`config.mk`:
```
export PLATFORM = sky130hd
export DESIGN_NAME = thread_scheduler_with_mutexes_core
export DESIGN_NICKNAME = d
export VERILOG_FILES = /design/src/hw/rtl/tsm_pkg.sv /design/src/hw/rtl/thread_scheduler_with_mutexes_core.sv
export VERILOG_INCLUDE_DIRS = /design/src /design/src/hw/rtl
export SDC_FILE = /design/constraint.sdc
export NUM_CORES = 1
export LEC_CHECK = 0
export ABC_AREA = 1
export BUFFER_PORTS_ARGS = -buffer_cell sky130_fd_sc_hd__clkbuf_2
export CAP_MARGIN = 40
export CORE_MARGIN = 4
export CORE_UTILIZATION = 55
export CTS_BUF_LIST = sky130_fd_sc_hd__clkbuf_8
export CTS_CLUSTER_DIAMETER = 200
export CTS_CLUSTER_SIZE = 10
export DETAILED_ROUTE_END_ITERATION = 8
export HOLD_SLACK_MARGIN = 0.1
export PLACE_DENSITY_LB_ADDON = 0.12
export SYNTH_ARGS = -nofsm -noshare
export SYNTH_HDL_FRONTEND = slang
export SYNTH_SLANG_ARGS = --single-unit
export TNS_END_PERCENT = 20
```
`constraint.sdc`:
```
create_clock -name clk -period 3.01 [get_ports clk]
set_input_delay 0.903 -clock clk [delete_from_list [all_inputs] [get_ports clk]]
set_output_delay 0.903 -clock clk [all_outputs]
set_load 0.005 [all_outputs]
```
`src/hw/rtl/assert_macros.svh`:
```
// ---------------------------------------------------------------------------
// Assertion macros shared by the RTL.
// Both macros sample on posedge clk; CHK_RST is disabled while arst_n is low.
// ---------------------------------------------------------------------------
`ifndef ASSERT_MACROS_SVH
`define ASSERT_MACROS_SVH

`ifndef NO_ASSERTIONS

`define CHK_RST(lbl, prop, msg) \
	lbl: assert property (@(posedge clk) disable iff (!arst_n) (prop)) else $error(msg);

`define CHK_ALWAYS(lbl, prop, msg) \
	lbl: assert property (@(posedge clk) (prop)) else $error(msg);

`else

`define CHK_RST(lbl, prop, msg)

`define CHK_ALWAYS(lbl, prop, msg)

`endif

`endif

```
`src/hw/rtl/tsm_pkg.sv`:
```
// ---------------------------------------------------------------------------
// tsm_pkg
// Operation and status codes of the thread scheduler.
// ---------------------------------------------------------------------------
`default_nettype none

package tsm_pkg;

	typedef logic [2:0] op_t;
	typedef logic [1:0] status_t;

	// operation codes
	localparam op_t OP_SPAWN  = 3'd0;
	localparam op_t OP_YIELD  = 3'd1;
	localparam op_t OP_LOCK   = 3'd2;
	localparam op_t OP_UNLOCK = 3'd3;
	localparam op_t OP_FINISH = 3'd4;

	// result status codes
	localparam status_t ST_OK          = 2'd0;
	localparam status_t ST_NO_FREE     = 2'd1;
	localparam status_t ST_READY_EMPTY = 2'd2;

endpackage

`default_nettype wire

```
`src/hw/rtl/thread_scheduler_with_mutexes_core.sv`:
```
// ---------------------------------------------------------------------------
// thread_scheduler_with_mutexes_core: free list, ready queue, mutex queues.
// Path: an input beat goes through the input reg, then the result reg.
// Throughput: one beat per cycle while out_stall is low; each op does one link read and at most one write.
// Reset: async, free list 0..THREADS-1, initial thread running, mutexes free.
// ---------------------------------------------------------------------------
`default_nettype none

`include "assert_macros.svh"

module thread_scheduler_with_mutexes_core
	import tsm_pkg::*;
#(
	parameter int THREADS = 4,
	parameter int MUTEXES = 4
) (
	input  wire logic       clk,
	input  wire logic       arst_n,
	// input channel
	input  wire logic       in_valid,
	output      logic       in_stall,
	input  wire logic [2:0] operation,
	input  wire logic [1:0] mutex_index,
	// result channel
	output      logic       out_valid,
	input  wire logic       out_stall,
	output      logic [2:0] running_thread,
	output      logic [1:0] spawned_thread,
	output      logic [1:0] status,
	output      logic       mutex_held
);

	localparam int IDS  = THREADS + 1;
	localparam int ID_W = $clog2(THREADS + 2);
	localparam int IX_W = $clog2(IDS);
	localparam int MI_W = (MUTEXES > 1) ? $clog2(MUTEXES) : 1;
	localparam logic [ID_W-1:0] NIL_ID  = ID_W'(THREADS + 1);
	localparam logic [ID_W-1:0] INIT_ID = ID_W'(THREADS);
	localparam logic [ID_W-1:0] IDS_ID  = ID_W'(IDS);

	// scheduler state
	logic [ID_W-1:0]    link_q [IDS];
	logic [ID_W-1:0]    free_head_q, free_tail_q;
	logic [ID_W-1:0]    ready_head_q, ready_tail_q;
	logic [ID_W-1:0]    running_q;
	logic [MUTEXES-1:0] held_q;
	logic [ID_W-1:0]    wait_head_q [MUTEXES];
	logic [ID_W-1:0]    wait_tail_q [MUTEXES];

	// next state
	logic [ID_W-1:0]    free_head_n, free_tail_n;
	logic [ID_W-1:0]    ready_head_n, ready_tail_n;
	logic [ID_W-1:0]    running_n;
	logic [MUTEXES-1:0] held_n;
	logic [ID_W-1:0]    wait_head_n [MUTEXES];
	logic [ID_W-1:0]    wait_tail_n [MUTEXES];

	// input register
	logic            vld_s1;
	op_t             op_s1;
	logic [1:0]      mi_s1;

	// result register
	logic            out_valid_q;
	logic [2:0]      res_running_q;
	logic [1:0]      res_spawned_q;
	status_t         res_status_q;
	logic            res_held_q;

	// link port and per-op results
	logic            lnk_we;
	logic [ID_W-1:0] lnk_wa, lnk_wd, rd_addr, lnk_rd;
	logic [ID_W-1:0] spawn_id;
	status_t         status_n;
	logic            mok;
	logic [MI_W-1:0] m;
	logic            ready_empty, free_empty, wait_empty;
	logic            adv;
	logic            spawn_ok;

	// handshake: the input register moves on when the result register is empty or not stalled
	assign adv       = vld_s1 & (~out_valid_q | ~out_stall);
	assign in_stall  = vld_s1 & out_valid_q & out_stall;
	assign out_valid = out_valid_q;

	always_ff @(posedge clk or negedge arst_n) begin
		if (!arst_n) begin
			vld_s1 <= 1'b0;
		end else if (!in_stall) begin
			vld_s1 <= in_valid;
		end
	end

	always_ff @(posedge clk) begin
		if (in_valid && !in_stall) begin
			op_s1 <= operation;
			mi_s1 <= mutex_index;
		end
	end

	// mutex select and queue status
	assign mok         = (32'(mi_s1) < MUTEXES);
	assign m           = mok ? MI_W'(mi_s1) : '0;
	assign ready_empty = (ready_head_q >= IDS_ID);
	assign free_empty  = (free_head_q >= IDS_ID);
	assign wait_empty  = (wait_head_q[m] >= IDS_ID);

	// single link read port
	assign lnk_rd = (rd_addr < IDS_ID) ? link_q[rd_addr[IX_W-1:0]] : NIL_ID;

	// operation decode and list update
	always_comb begin
		free_head_n  = free_head_q;
		free_tail_n  = free_tail_q;
		ready_head_n = ready_head_q;
		ready_tail_n = ready_tail_q;
		running_n    = running_q;
		held_n       = held_q;
		wait_head_n  = wait_head_q;
		wait_tail_n  = wait_tail_q;
		lnk_we       = 1'b0;
		lnk_wa       = ready_tail_q;
		lnk_wd       = running_q;
		rd_addr      = ready_head_q;
		status_n     = ST_OK;
		spawn_id     = '0;
		case (op_s1)
			OP_SPAWN: begin
				rd_addr = free_head_q;
				if (free_empty) begin
					status_n = ST_NO_FREE;
				end else begin
					spawn_id = free_head_q;
					// pop free list
					if (free_head_q == free_tail_q) begin
						free_head_n = NIL_ID;
						free_tail_n = NIL_ID;
					end else begin
						free_head_n = lnk_rd;
					end
					// append to ready queue
					if (ready_empty) begin
						ready_head_n = free_head_q;
					end else begin
						lnk_we = 1'b1;
						lnk_wa = ready_tail_q;
						lnk_wd = free_head_q;
					end
					ready_tail_n = free_head_q;
				end
			end
			OP_YIELD: begin
				// empty ready queue: the same thread keeps running
				if (!ready_empty) begin
					lnk_we       = 1'b1;
					lnk_wa       = ready_tail_q;
					lnk_wd       = running_q;
					ready_tail_n = running_q;
					running_n    = ready_head_q;
					ready_head_n = (ready_head_q == ready_tail_q) ? running_q : lnk_rd;
				end
			end
			OP_LOCK: begin
				if (mok) begin
					if (!held_q[m]) begin
						held_n[m] = 1'b1;
					end else if (ready_empty) begin
						status_n = ST_READY_EMPTY;
					end else begin
						// running thread waits on the mutex
						if (wait_empty) begin
							wait_head_n[m] = running_q;
						end else begin
							lnk_we = 1'b1;
							lnk_wa = wait_tail_q[m];
							lnk_wd = running_q;
						end
						wait_tail_n[m] = running_q;
						// next ready thread runs
						running_n = ready_head_q;
						if (ready_head_q == ready_tail_q) begin
							ready_head_n = NIL_ID;
							ready_tail_n = NIL_ID;
						end else begin
							ready_head_n = lnk_rd;
						end
					end
				end
			end
			OP_UNLOCK: begin
				rd_addr = wait_head_q[m];
				if (mok) begin
					if (!wait_empty) begin
						// hand the mutex to the oldest waiter
						if (ready_empty) begin
							ready_head_n = running_q;
						end else begin
							lnk_we = 1'b1;
							lnk_wa = ready_tail_q;
							lnk_wd = running_q;
						end
						ready_tail_n = running_q;
						running_n    = wait_head_q[m];
						if (wait_head_q[m] == wait_tail_q[m]) begin
							wait_head_n[m] = NIL_ID;
							wait_tail_n[m] = NIL_ID;
						end else begin
							wait_head_n[m] = lnk_rd;
						end
					end else begin
						held_n[m] = 1'b0;
					end
				end
			end
			OP_FINISH: begin
				if (ready_empty) begin
					status_n = ST_READY_EMPTY;
				end else begin
					running_n = ready_head_q;
					if (ready_head_q == ready_tail_q) begin
						ready_head_n = NIL_ID;
						ready_tail_n = NIL_ID;
					end else begin
						ready_head_n = lnk_rd;
					end
					// initial thread has no slot to return
					if (running_q < INIT_ID) begin
						if (free_empty) begin
							free_head_n = running_q;
						end else begin
							lnk_we = 1'b1;
							lnk_wa = free_tail_q;
							lnk_wd = running_q;
						end
						free_tail_n = running_q;
					end
				end
			end
			default: begin
			end
		endcase
	end

	// state registers
	always_ff @(posedge clk or negedge arst_n) begin
		if (!arst_n) begin
			for (int i = 0; i < IDS; i++) begin
				link_q[i] <= (i + 1 < THREADS) ? ID_W'(i + 1) : NIL_ID;
			end
			free_head_q  <= '0;
			free_tail_q  <= ID_W'(THREADS - 1);
			ready_head_q <= NIL_ID;
			ready_tail_q <= NIL_ID;
			running_q    <= INIT_ID;
			held_q       <= '0;
			for (int j = 0; j < MUTEXES; j++) begin
				wait_head_q[j] <= NIL_ID;
				wait_tail_q[j] <= NIL_ID;
			end
		end else if (adv) begin
			if (lnk_we) begin
				link_q[lnk_wa[IX_W-1:0]] <= lnk_wd;
			end
			free_head_q  <= free_head_n;
			free_tail_q  <= free_tail_n;
			ready_head_q <= ready_head_n;
			ready_tail_q <= ready_tail_n;
			running_q    <= running_n;
			held_q       <= held_n;
			wait_head_q  <= wait_head_n;
			wait_tail_q  <= wait_tail_n;
		end
	end

	// result register
	always_ff @(posedge clk or negedge arst_n) begin
		if (!arst_n) begin
			out_valid_q <= 1'b0;
		end else if (adv) begin
			out_valid_q <= 1'b1;
		end else if (!out_stall) begin
			out_valid_q <= 1'b0;
		end
	end

	always_ff @(posedge clk) begin
		if (adv) begin
			res_running_q <= 3'(running_n);
			res_spawned_q <= 2'(spawn_id);
			res_status_q  <= status_n;
			res_held_q    <= mok & held_n[m];
		end
	end

	assign running_thread = res_running_q;
	assign spawned_thread = res_spawned_q;
	assign status         = res_status_q;
	assign mutex_held     = res_held_q;

	// checks
	assign spawn_ok = adv && op_s1 == OP_SPAWN && status_n == ST_OK;

	`CHK_RST(a_running_valid, running_q < IDS_ID, "running thread id is null")
	`CHK_RST(a_ready_ends, (ready_head_q == NIL_ID) == (ready_tail_q == NIL_ID), "ready ends")
	`CHK_RST(a_spawn_moves_free, spawn_ok |=> free_head_q != $past(free_head_q), "free list stuck")
	`CHK_ALWAYS(a_stall_when_full, in_stall |-> vld_s1 && out_valid_q, "stall with room")

	for (genvar g = 0; g < MUTEXES; g++) begin : g_wait_chk
		`CHK_RST(a_wait_needs_held, !held_q[g] |-> wait_head_q[g] == NIL_ID, "waiters on a free mutex")
	end

endmodule

`default_nettype wire
```
==> metrics <==
worst-path fanout max 16; CP Data Required Time roughly 3.3 ns; RSZ-0062 raised after global routing no; Worst-path clk slew 0.08 ns; unique cell type count in the Yosys netlist 40; Vias roughly 4400; synth cell count leaders nand2_1 (199), nor2_1 (87), inv_1 (81); Synth area leaders dfstp_2 (18%), nand2_1 (16%), dfrtp_1 (16%); fin. max-slew vios 0; cell taking the most area after synthesis dfstp_2; area of the mapped netlist between 0.004 and 0.005 mm2; final setup vio count 0; area of the die about 0.0098 mm2; Power Total 4.399 mW; Die Ht 99.18 um; Final GP Congestion 1.026; Setup Fix Bufs, Post-CTS 0; Mapped Cells 653; fmax roughly 360 MHz; CP endpoint kind register; CP Class register to register; worst ir drop on vdd roughly 0.47 mV; post-route clock period utilization 91.14%; post-synth top area share between 15 and 20%; Total GRT Usage 27.52%; hpwl dp approximately 10 mm; number of global-route vias before repair 4315; I/O pins 19; FP Rows 32; placed inst area 0.004825 mm2; antenna violations before repair 0; # diodes 0; Design Area, Final 0.005041 mm2; slowest stage cell, crit path edfxtp_1; Worst Path Arrival 3.01 ns; slowest stage delay, CP 0.65 ns; CTS Root Cell clkbuf_8; Routed Antenna Nets 0; 1st-iter DRT viols 412; crit-path cells nand2_8, inv_2, nand2_1, nand2_1, nor2_1, xor2_1, nand3_2, nor2_1, o21ai_0, inv_1, nor2_1, a21oi_1; Post-Syn Nets 662; worst slew pin tran around 0.67 ns; async set or reset register ratio after synthesis around 82%; EDFF count, synth 13; IO Port Bufs 18; startpoint types register; largest net degree at the start of global routing 39; # nets final 693; Post-Route Setup TNS 0 ns; Final Hold Viols 0; clk_skew 0.01273 ns; most common cell in the synthesized netlist nand2_1; CTS buffer count 9; crit path time final 2.743 ns; CTS Hold Buffers Added 0; most frequent CP cell nor2_1; leak pwr 2.445 nW; total grt overflow 0; P&R area growth vs syn 10.26%; Avg Inst Size Synth 7.001 um2; Seq/Total Area, Yosys 42.23%; CTS H-tree lvls 3; CTS Buffer Depth 2; cts repair resizes 0; Slew headroom 54.91%; Synth Register Bits 73; CTS tree built; share of layout cells above drive strength 1 between 10% and 20%; drt first pass iters 5; Starting Density 57.96%; max cap viols 0; die extent in x around 99 um; yosys warns 0; Sink Count 73; via-per-instance ratio about 5.6; global-route wire length before repair around 22 mm; worst hold path class register to register; worst skew pair latency 0.35 ns; wire per inst 16.16 um; Worst Reg2Reg Path Length in Cells 12; WHS Path Cells 2; Post-synth top flop dfstp_2; PwrDens 872.7 mW/mm2; Remaining DRCs 0; status completed; drt total wl 12.78 mm; core box area 0.007888 mm2
cells in the final DEF (no fill, tap or decap), types with 3 or more instances in the layout:
master / count
buf_4: 9
nor2_2: 3
a21oi_1: 23
dfstp_2: 31
a31oi_1: 6
o21ai_0: 37
edfxtp_1: 13
nand3_1: 52
clkbuf_2: 18
dfrtp_1: 29
clkinv_2: 3
o221ai_1: 4
xnor2_1: 6
clkbuf_8: 9
nand2_1: 199
nand3_2: 3
inv_1: 81
o22ai_1: 3
inv_2: 6
nor2_1: 87
o21ai_1: 29
nand2_2: 6
layer usage:
| metal | GRT usage [%] | wire, um |
|---|---|---|
| met3 | 5.540 | 776 |
| met1 | 36.45 | 5516 |
| met5 | 0 | 0 |
| met4 | 12.50 | 524 |
| met2 | 43.60 | 5965 |
power by group:
part	switching, mW	internal, mW	leakage [nW]	total [mW]
combinational	1.22	0.580	1.51	1.80
sequential	0.304	1.44	0.822	1.74
clock	0.388	0.467	0.113	0.855
kinds of logic after synthesis:
| logic type | Yosys count | share of synthesized area, % |
|---|---|---|
| mux | 1 | 0.2463 |
| buf+inv | 98 | 8.648 |
| xor+xnor | 7 | 1.341 |
| simple gates | 368 | 34.84 |
| flops | 73 | 42.23 |
| compound gates | 106 | 12.70 |
sequential cells by signal (all words and copies together) (netlist names), 4 cells and up:
register / cells
link_q: 15
wait_head_q: 12
wait_tail_q: 12
held_q: 4
layout make-up:
cell class                      instances  area [um2]
Fill cell                             717        2846
Multi-Input combinational cell        482        2246
Sequential cell                        73        1931
Inverter                               90       342.8
Timing Repair Buffer                   28       177.7
Tap cell                              102       127.6
Clock buffer                            9       123.9
Clock inverter                          7       92.59
worst max-delay path: cells and delay by family (launching register included):
kind,cells,cell delay (ns)
AO/OA/AOI/OAI,2,0.37
XOR/XNOR,1,0.23
buffers and inverters,2,0.24
flip-flops,1,0.65
AND/OR/NAND/NOR,7,1.17
final timing paths:
check / slack [ns] / from / to
setup / recovery: 0.27 / m[1] / wait_head_q[1]
hold / removal: 0.48 / wait_tail_q[2] / wait_tail_q[2]
setup reg to reg: 0.27 / m[1] / wait_head_q[1]
hold reg to reg: 0.48 / wait_tail_q[2] / wait_tail_q[2]
max in group asynchronous: 1.76 / arst_n / wait_head_q[2]
min in group asynchronous: 0.56 / arst_n / ready_head_q[1]
metrics by stage:
stage	std cells	setup slack, ns	hold slack [ns]	utilization (%)
floorplan	653	0.3701	0.4440	-
global placement	775	0.3730	0.4517	61.17
CTS	791	0.2913	0.4783	63.91
detailed placement	775	0.2990	0.4599	61.17
finish	791	0.2666	0.4770	63.91
global route	791	0.02425	0.4897	63.91
Note: power is estimated with default switching activity, not from simulation.
